`src/design/ssrs_victim.sv`:
```
module ssrs_victim #(
  parameter int WAYS       = 16,
  parameter int RRPV_WIDTH = 3
) (
  input  logic [WAYS-1:0][RRPV_WIDTH-1:0] rrpv,
  output logic [WAYS-1:0][RRPV_WIDTH-1:0] aged,
  output logic [$clog2(WAYS)-1:0]         victim
);

  localparam int WAY_W  = $clog2(WAYS);
  localparam int LEVELS = 1 << RRPV_WIDTH;
  localparam logic [RRPV_WIDTH-1:0] RRPV_CEIL = '1;

  logic [LEVELS-1:0]     present;
  logic [RRPV_WIDTH-1:0] top;
  logic [RRPV_WIDTH-1:0] lift;

  // Largest value in the set: mark which levels occur, take the highest
  always_comb begin
    present = '0;
    for (int w = 0; w < WAYS; w++) begin
      present[rrpv[w]] = 1'b1;
    end
    top = '0;
    for (int v = 0; v < LEVELS; v++) begin
      if (present[v]) begin
        top = RRPV_WIDTH'(v);
      end
    end
  end

  // Ageing lifts every way by the same amount so the largest lands on max
  assign lift = RRPV_CEIL - top;

  always_comb begin
    for (int w = 0; w < WAYS; w++) begin
      aged[w] = rrpv[w] + lift;
    end
  end

  // First way holding the largest value becomes the victim
  always_comb begin
    victim = '0;
    for (int w = WAYS - 1; w >= 0; w--) begin
      if (rrpv[w] == top) begin
        victim = WAY_W'(w);
      end
    end
  end

endmodule

```
`config.mk`:
```
export PLATFORM = sky130hd
export DESIGN_NAME = ssrs_victim
export DESIGN_NICKNAME = d
export VERILOG_FILES = /design/src/design/ssrs_victim.sv
export SDC_FILE = /design/constraint.sdc
export NUM_CORES = 1
export LEC_CHECK = 0
export ABC_CLOCK_PERIOD_IN_PS = 5250
export BUFFER_PORTS_ARGS = -buffer_cell sky130_fd_sc_hd__buf_2
export CAP_MARGIN = 20
export CORE_UTILIZATION = 53
export DETAILED_ROUTE_END_ITERATION = 7
export GPL_TIMING_DRIVEN = 0
export PLACE_DENSITY = 0.85
export RECOVER_POWER = 25
export SETUP_SLACK_MARGIN = 0.2
export SKIP_LAST_GASP = 1
export SLEW_MARGIN = 20
export SYNTH_ARGS = -nofsm -noshare
export SYNTH_HDL_FRONTEND = slang
export SYNTH_SLANG_ARGS = --single-unit
```
`constraint.sdc`:
```
create_clock -name vclk -period 5.25
set_clock_uncertainty 0.05 [all_clocks]
set_input_delay 0.2625 -clock vclk [all_inputs]
set_output_delay 0.2625 -clock vclk [all_outputs]
set_load 0.02 [all_outputs]
```
After elaboration in Yosys (flattened, before gate mapping)
Cells that the tools add are included.

word-level totals
  flip-flop bits (word level) = 0
  output and inout bits = 52
  word-level logic and storage cells = 151

operators by class
  multiplexer cells = 55
  $add $sub $neg = 17
  reduce and logical (&&, ||, !) cells = 16
  equal/unequal tests = 16
  $lt $le $gt $ge = 32
  bitwise operators = 15

operators with widths
  operator               number
  $or A8 B8 Y8           15
  $lt A3 B4 Y1 const B   16
  $mux W4                16
  $add A3 B3 Y3          16
  $demux W1 S3           16
  $eq A3 B3 Y1           16
  $ge A3 B1 Y1 const B   16
  $mux W1                17
  $logic_and A1 B1 Y1    16
  $mux W3                5
  $sub A3 B3 Y3 const A  1
  $mux W2                1

Logic depth before layout (Yosys ltp)
Gate-level depths: netlist of run 1.

  word-level depth = 43
  mapped depth = 16
  depth with buffers taken out = 16

Worst setup path after synthesis of run 1
No wires, ideal clock.

  kind = input -> output
  start point = input port rrpv[35] in the netlist's numbering
  end point = output port victim[1]
  path slack = 0.683 ns
  arrival time = 4.255 ns
  stages on the path = 14
  required time = 4.938 ns
  buffers on the path = 1
  cell sequence = clkbuf_1 > inv_1 > a31oi_1 > o311ai_0 > or4_1 > o21ai_0 > nand2b_1 > a21boi_0 > ha_1 > a22oi_1 > o211ai_1 > a311oi_2 > o31ai_1 > a21oi_1

on the way
  cells in the longest elaborated chain, start to end = 33
  elaborated cells between the ends (all ways) = 49
  those cells by class = order compare (2); eq/ne (16); mux (25); bitwise (5); reduce/logical (1)

RTL lines
  element                                                             RTL line  source
  from (decl)                                                         5         input logic [WAYS-1:0][RRPV_WIDTH-1:0] rrpv,
  $lt A3 B4 Y1 (implied by the code) or $ge A3 B1 Y1 (tied branches)  22        present[rrpv[w]] = 1'b1;
  $logic_and A1 B1 Y1 (implied by the code)                           22
  $mux W1 (implied by the code)                                       22
  $demux W1 S3                                                        22
  $or A8 B8 Y8 (no source line) (5 in a row)                          --
  $mux W1                                                             26        if (present[v]) begin
  $mux W2                                                             26
  $mux W3 (5 in a row)                                                26
  $eq A3 B3 Y1                                                        45        if (rrpv[w] == top) begin
  $mux W4 (15 in a row)                                               45
  $mux W4 (*)                                                         45
  to (decl)                                                           7         output logic [$clog2(WAYS)-1:0] victim

Every way passes the cells marked *; elsewhere a longest branch is shown, timed or not.

Worst setup path in the final report of run 1
Ends and elaborated chain as after synthesis.

==> impl_metrics.ini, run 1 <==
[outcome]
status = finished, final reports clean

[sta]
hold_violations = 0
rsz0062_at_grt = false
whs_ns = 0.964
maxSlewHeadroom_pct = 49.3
period_needed_ns = 4.78
max_freq_ghz = 0.209
slew_violations = 0
worst_slew_pin_slew_ns = 0.758
post-route-period-util_pct = 91.0
setup_viol = 0

[floorplan]
dieArea_um2 = 5270
chipWidth_um = 72.6
start_util_pct = 55.6
core_region_area_um2 = 4750
io_pins = 100
die_h_um = 72.6
rows = 25

[worst_hold_path]
hold_class = input port to primary output
hold_depth = 3

[global_route]
track_usage_pct = 38.1
grt_max_degree = 18
grt_pass1_wl_um = 15100
grt_pass1_vias = 2882
grt_overflow_total = 0
antenna_found_initial = 0

[setup_path]
cp_max_fo = 17
crit_path_start_kind = input port
critPathTopFamily = compound AO/OA/AOI/OAI gates
crit_path_cell_trace = clkbuf_1 > inv_1 > a31oi_1 > o311ai_0 > or4_1 > o21ai_0 > nand2_2 > clkinvlp_4 > buf_4 > ha_1 > a22oi_1 > o211ai_1 > a311oi_2 > o31ai_1 > a21oi_1 > buf_2
crit_arrival_ns = 4.47
required_ns = 4.94
endpoint_kind = primary output
crit_type = input port to primary output
worstPathBufferInverterCount = 5
slowest_stage = or4_1
critical_path_cell_count = 16
crit_path_max_incr_delay_ns = 0.56

[final_layout]
fillCellCount = 437
area_growth_pct = 20.7
drive_above_1_share_pct = 22.1
layout.cells.non_filler = 528
n_clock_buffer = 0
final_nets = 560
antenna_cells = 0
seq_area_um2 = 0
flops_and_latches = 0
stdcell_area_um2 = 3190

[synthesis]
syn_area_um2 = 2640
syn_nets = 468
yosysSeqAreaShare_pct = 0
yosysWarnings = 0
synth_largest_type_area_fraction_pct = 15.6
synthTopCellsByArea = ha_1 (16%), fa_1 (12%), nand3b_1 (8.5%)
synthCells = 371
synth_top_cell_by_area = ha_1
syn_avg_cell_area_um2 = 7.12
yosysMostFrequentCell = inv_1
yosys-top-cells-count = inv_1 (56), ha_1 (33), nand3b_1 (30)
ys_types = 54

[route]
vias_per_cell = 6.16
drt-initial-drc-count = 318
drc = 0
ant_nets = 0
vias = 3254
drt_wl_total_um = 10100
drt_pass1_iterations = 6
post_drt_wl_per_cell_um = 19.1

[power]
peakVddDrop_mv = 0.0776
power.density_nw_per_um2 = 113
leakage_nw = 1.48

[place]
dpl_cell_area_um2 = 3170
portBuffers = 85
place_congestion = 0.969
dp.cells = 524
place_hpwl_um = 8170

[clock_network]
cts_hold_buf = 0

[run]
max-cap-violations = 0
## through the flow
stage | power, mW | TNS, ns | worst slack [ns] | util, %
after CTS | 0.358 | 0 | 0.234 | 66.7
after detailed placement | 0.357 | 0 | 0.245 | 66.7
after global routing | 0.391 | 0 | 0.250 | 67.1
after floorplan | 0.233 | 0 | 0.683 | -
final | 0.362 | 0 | 0.471 | 67.1
after global placement | 0.347 | -5.69 | -0.674 | 66.3
## power breakdown
part	switching (mW)	leakage [nW]	internal, mW
logic	0.237	1.48	0.124
registers	0	0	0
clock network	0	0	0
total	0.237	1.48	0.124
## worst paths after layout
kind	startpoint	slack, ns	endpoint
worst max-delay path	rrpv[35]	0.47	victim[1]
worst min-delay path	rrpv[36]	0.96	aged[36]
## kinds of logic after synthesis
| kind of cell | count (synthesis) | synth area share [%] |
|---|---|---|
| compound gates | 63 | 19.7 |
| xor+xnor | 16 | 5.30 |
| fa+ha+maj | 49 | 27.7 |
| buf+inv | 75 | 11.4 |
| simple gates | 168 | 35.9 |
## worst min-delay path, stage by stage
cell	delay, ns
buf_2	0.15
ha_1	0.17
buf_2	0.17
## cell type report
| type | instances | area, µm² | area share, % |
|---|---|---|---|
| plain buffers | 18 | 87.6 | 2.75 |
| inverters | 57 | 218 | 6.83 |
| multi-input cells | 296 | 2350 | 73.6 |
| well taps | 67 | 83.8 | 2.63 |
| repair buffers | 90 | 453 | 14.2 |
## placed cells by master (no fill, tap or decap), drive strengths merged, types with 2 or more instances in the layout
| cell type | netlist | routed |
|---|---|---|
| a32oi | 3 | 3 |
| nor4 | 7 | 7 |
| inv | 57 | 56 |
| a311oi | 2 | 2 |
| a22oi | 3 | 3 |
| nand2 | 24 | 24 |
| o211a | 6 | 6 |
| nor3b | 15 | 15 |
| o2111ai | 7 | 7 |
| or4 | 2 | 2 |
| nand3b | 30 | 30 |
| nand3 | 25 | 25 |
| o311ai | 2 | 2 |
| clkbuf | 12 | 23 |
| ha | 33 | 33 |
| buf | 6 | 85 |
| o211ai | 8 | 8 |
| o32ai | 2 | 2 |
| nand4 | 9 | 9 |
| nor3 | 20 | 20 |
| nor2b | 2 | 2 |
| fa | 16 | 16 |
| nand2b | 3 | 3 |
| xor2 | 16 | 16 |
| and2 | 2 | 2 |
| a21oi | 7 | 7 |
| a31oi | 5 | 5 |
| nor2 | 27 | 27 |
| a21boi | 2 | 2 |
| o21ai | 6 | 6 |
## layer usage
| metal | share of wire (%) | global-route usage (%) |
|---|---|---|
| met1 | 41 | 49.7 |
| met2 | 47 | 65.9 |
| met3 | 8.5 | 4.01 |
| met4 | 2.8 | 11.3 |
| met5 | 0 | 0 |
## repair_timing
action / 4_1_cts / 5_1_grt
setup endpoints to repair: 0 / 3
gates resized for setup: 0 / 1
setup buffers: 0 / 4
Note: power is estimated with default switching activity, not from simulation.
==> inputs of run 2 (changes only) <==
- CORE_UTILIZATION: 53 -> 40
- PLACE_DENSITY: 0.85 -> 0.71
==> impl_metrics.ini, run 2 (synthesis results as in run 1) <==
[setup_path]
cp_max_fo = 17
crit_type = input port to primary output
worstSetupStartpoint = rrpv[35]
required_ns = 4.94
endpoint_kind = primary output
crit_path_start_kind = input port
crit_arrival_ns = 4.40

[route]
drt_wl_total_um = 9970
drc = 0
vias = 3160
ant_nets = 0
vias_per_cell = 5.90
drt-initial-drc-count = 218
post_drt_wl_per_cell_um = 18.6
drt_pass1_iterations = 5

[power]
peakVddDrop_mv = 0.0674
leakage_nw = 1.48
design_power_total_mw = 0.360
p_int_mw = 0.125
swShare_pct = 65.3
power.density_nw_per_um2 = 113
pwr-share-seq_pct = 0
power_frac_clock_pct = 0
p_comb_share_pct = 100.0
p_sw_mw = 0.235

[sta]
period_needed_ns = 4.71
setup_viol = 0
slew_violations = 0
hold_violations = 0
worst_slew_pin_slew_ns = 0.826
max_freq_ghz = 0.212
maxSlewHeadroom_pct = 43.5
whs_ns = 0.971
post-route-period-util_pct = 89.7
rsz0062_at_grt = false

[floorplan]
dieArea_um2 = 6940
io_pins = 100
start_util_pct = 41.6
core_region_area_um2 = 6350
chipWidth_um = 83.3
die_h_um = 83.3
rows = 29

[worst_hold_path]
hold_class = input port to primary output
min_from = rrpv[30]
hold_depth = 3
holdPathEnd = aged[30]

[place]
dp.cells = 534
place_congestion = 0.987
place_hpwl_um = 8210
portBuffers = 85

[global_route]
antenna_found_initial = 0
track_usage_pct = 27.7
grt_pass1_wl_um = 15300
grt_pass1_vias = 2809
grt_max_degree = 18
grt_overflow_total = 0

[final_layout]
drive_above_1_share_pct = 21.8
layout.cells.non_filler = 536
area_growth_pct = 21.2
seq_area_um2 = 0
flops_and_latches = 0
final_common_cell = buf_2
antenna_cells = 0
n_clock_buffer = 0
final_nets = 558
fillCellCount = 659
mostFrequentLayoutCells = buf_2 (78), inv_1 (55), ha_1 (33)

[outcome]
status = finished, final reports clean

[run]
max-cap-violations = 0
-- run 2: cell count changes in the layout (fill, tap and decap cells not counted) --
cell / change
buf_12: +1
buf_6: -1
buf_4: -3
buf_8: +1
-- run 2: how the worst max path moves through the flow --
| stage | endpoint | depth (start not counted) |
|---|---|---|
| after floorplan | victim[1] | 14 |
| after global placement | victim[1] | 15 |
| after detailed placement | victim[1] | 15 |
| after CTS | victim[1] | 15 |
| after global routing | victim[1] | 16 |
| final | victim[1] | 16 |
-- run 2: worst max-delay path, cell delays in order --
cell and delay [ns]:
clkbuf_1 0.35, inv_1 0.08, a31oi_1 0.32, o311ai_0 0.26, or4_1 0.62, o21ai_0 0.22
nand2_2 0.46, clkinvlp_4 0.26, buf_12 0.16, ha_1 0.28, a22oi_1 0.20, o211ai_1 0.18
a311oi_2 0.30, o31ai_1 0.11, a21oi_1 0.14, buf_2 0.18
-- run 2: power by group through the flow --
stage	sequential (mW)	combinational [mW]	clock [mW]
2_1_floorplan	0	0.233	0
3_3_place_gp	0	0.352	0
3_5_place_dp	0	0.358	0
4_1_cts	0	0.360	0
5_1_grt	0	0.393	0
6_report	0	0.360	0
-- run 2: final cells by class --
| class | instances | area [µm²] | area share (%) |
|---|---|---|---|
| buffer | 18 | 87.6 | 2.73 |
| inverter | 57 | 218 | 6.80 |
| multi-input combinational | 296 | 2350 | 73.3 |
| tap | 77 | 96.3 | 3.01 |
| timing repair buffer | 88 | 454 | 14.2 |
-- run 2: timing repair --
action                                  in CTS  in global routing
buffers inserted                             0                  2
endpoints found under the setup margin       1                  2
gates resized for setup                      1                  0
hold buffers                                 0                  0
-- run 2: through the flow --
stage / setup WS, ns / utilization [%] / instance area (µm²) / setup TNS [ns]
global placement: -0.926 / 49.8 / 3160 / -14.26
global route: 0.211 / 50.4 / 3200 / 0
finish: 0.541 / 50.4 / 3200 / 0
detailed placement: 0.177 / 50.2 / 3190 / 0
CTS: 0.351 / 50.2 / 3190 / 0
floorplan: 0.683 / - / 2640 / 0
-- run 2: metal layers --
layer | track usage, % | routed length [µm] | vias to the layer above
met1 | 38.8 | 4410 | 1472
met4 | 8.62 | 316 | 0
li1 | - | - | 1495
met3 | 4.08 | 690 | 22
met5 | 0 | 0 | -
met2 | 43.8 | 4550 | 171
==> inputs of run 3 (changes only) <==
- PLACE_DENSITY: 0.71 -> default
- PLACE_DENSITY_LB_ADDON: default -> 0.3
- REMOVE_ABC_BUFFERS: default -> 1
==> impl_metrics.ini, run 3 (synthesis results as in run 1) <==
[final_layout]
final_nets = 553
n_clock_buffer = 0
final_common_cell = buf_2
stdcell_area_um2 = 3150
fillCellCount = 681
multi_input_area_um2 = 2350
flops_and_latches = 0
mostFrequentLayoutCells = buf_2 (89), inv_1 (56), ha_1 (33)
seq_area_um2 = 0
antenna_cells = 0
drive_above_1_share_pct = 23.1
area_growth_pct = 19.1
layout.cells.non_filler = 531

[outcome]
status = finished, final reports clean

[setup_path]
crit_path_cell_trace = buf_2 > inv_1 > nor3b_1 > a31oi_1 > o311ai_0 > or4_1 > o21ai_0 > nand2_2 > inv_1 > ha_1 > a22oi_1 > o211ai_1 > a311oi_2 > o31ai_1 > a21oi_1 > buf_2
endpoint_kind = primary output
critPathCapture = victim[1]
cp_max_fo = 17
crit_path_start_kind = input port
crit_type = input port to primary output
crit_path_max_incr_delay_ns = 0.72
crit_arrival_ns = 4.47
slowest_stage = inv_1
required_ns = 4.94
worstSetupStartpoint = rrpv[13]

[route]
ant_nets = 0
vias = 3082
drc = 0
drt-initial-drc-count = 182
post_drt_wl_per_cell_um = 17.5
drt_wl_total_um = 9310
vias_per_cell = 5.80
drt_pass1_iterations = 5

[worst_hold_path]
hold_class = input port to primary output

[sta]
hold_violations = 0
period_needed_ns = 4.78
slew_violations = 0
setup_viol = 0
max_freq_ghz = 0.209
maxSlewHeadroom_pct = 53.1
rsz0062_at_grt = false
worst_slew_pin_slew_ns = 0.701
post-route-period-util_pct = 91.1

[power]
power.density_nw_per_um2 = 112
peakVddDrop_mv = 0.0660
design_power_total_mw = 0.352
leakage_nw = 1.48

[floorplan]
core_region_area_um2 = 6350
die_h_um = 83.3
io_pins = 100
dieArea_um2 = 6940
start_util_pct = 41.6
rows = 29
chipWidth_um = 83.3

[global_route]
antenna_found_initial = 0
grt_overflow_total = 0
track_usage_pct = 25.8
busiest_layer = met2
grt_max_degree = 32
use_met3_pct = 0.596
gr-usage-met2_pct = 42.8
met1_usage_pct = 38.2
grt_pass1_wl_um = 14500
grt_pass1_vias = 2789

[place]
dp.cells = 531
dpl_cell_area_um2 = 3170
portBuffers = 100
place_congestion = 0.928
place_hpwl_um = 7640

[clock_network]
cts_hold_buf = 0
cts_resized = 0
post_cts_buffers = 0

[run]
max-cap-violations = 0
[run 3: worst max-delay path, delay by kind of cell]
kind / cells / cell delay (ns)
AOI/OAI and AO/OA: 8 / 1.54
buffers and inverters: 4 / 1.16
and+or+nand+nor: 3 / 1.09
adders and majority gates: 1 / 0.39
[run 3: layout make-up]
cell class / count / area share [%]
multi-input combinational: 296 / 74.6
timing repair buffer: 101 / 15.6
inverter: 57 / 6.80
tap: 77 / 3.06
[run 3: report_power, final]
part,internal [mW],switching [mW],total (mW)
combinational,0.124,0.229,0.352
clock,0,0,0
sequential,0,0,0
total,0.124,0.229,0.352
[run 3: worst min-delay path by stage]
stage	startpoint	to	slack, ns	cells after the start
after floorplan	rrpv[0]	aged[0]	0.69	1
after global placement	rrpv[3]	aged[3]	0.93	3
after detailed placement	rrpv[9]	aged[9]	0.94	3
after CTS	rrpv[9]	aged[9]	0.94	3
after global routing	rrpv[9]	aged[9]	0.96	3
final	rrpv[9]	aged[9]	0.94	3
[run 3: layer usage]
layer,part of all wire [%],vias up
met5,0,-
met4,1.4,0
met3,6.1,8
met2,46,132
met1,46,1452
li1,-,1490
[run 3: per-stage QoR]
| step | hold slack, ns | setup TNS (ns) | worst slack, ns | util, % |
|---|---|---|---|---|
| after floorplan | 0.685 | 0 | 0.876 | - |
| after global placement | 0.933 | -10.13 | -0.722 | 49.6 |
| after detailed placement | 0.935 | 0 | 0.456 | 49.9 |
| after CTS | 0.938 | 0 | 0.453 | 49.9 |
| after global routing | 0.957 | 0 | 0.218 | 49.6 |
| final | 0.941 | 0 | 0.470 | 49.6 |
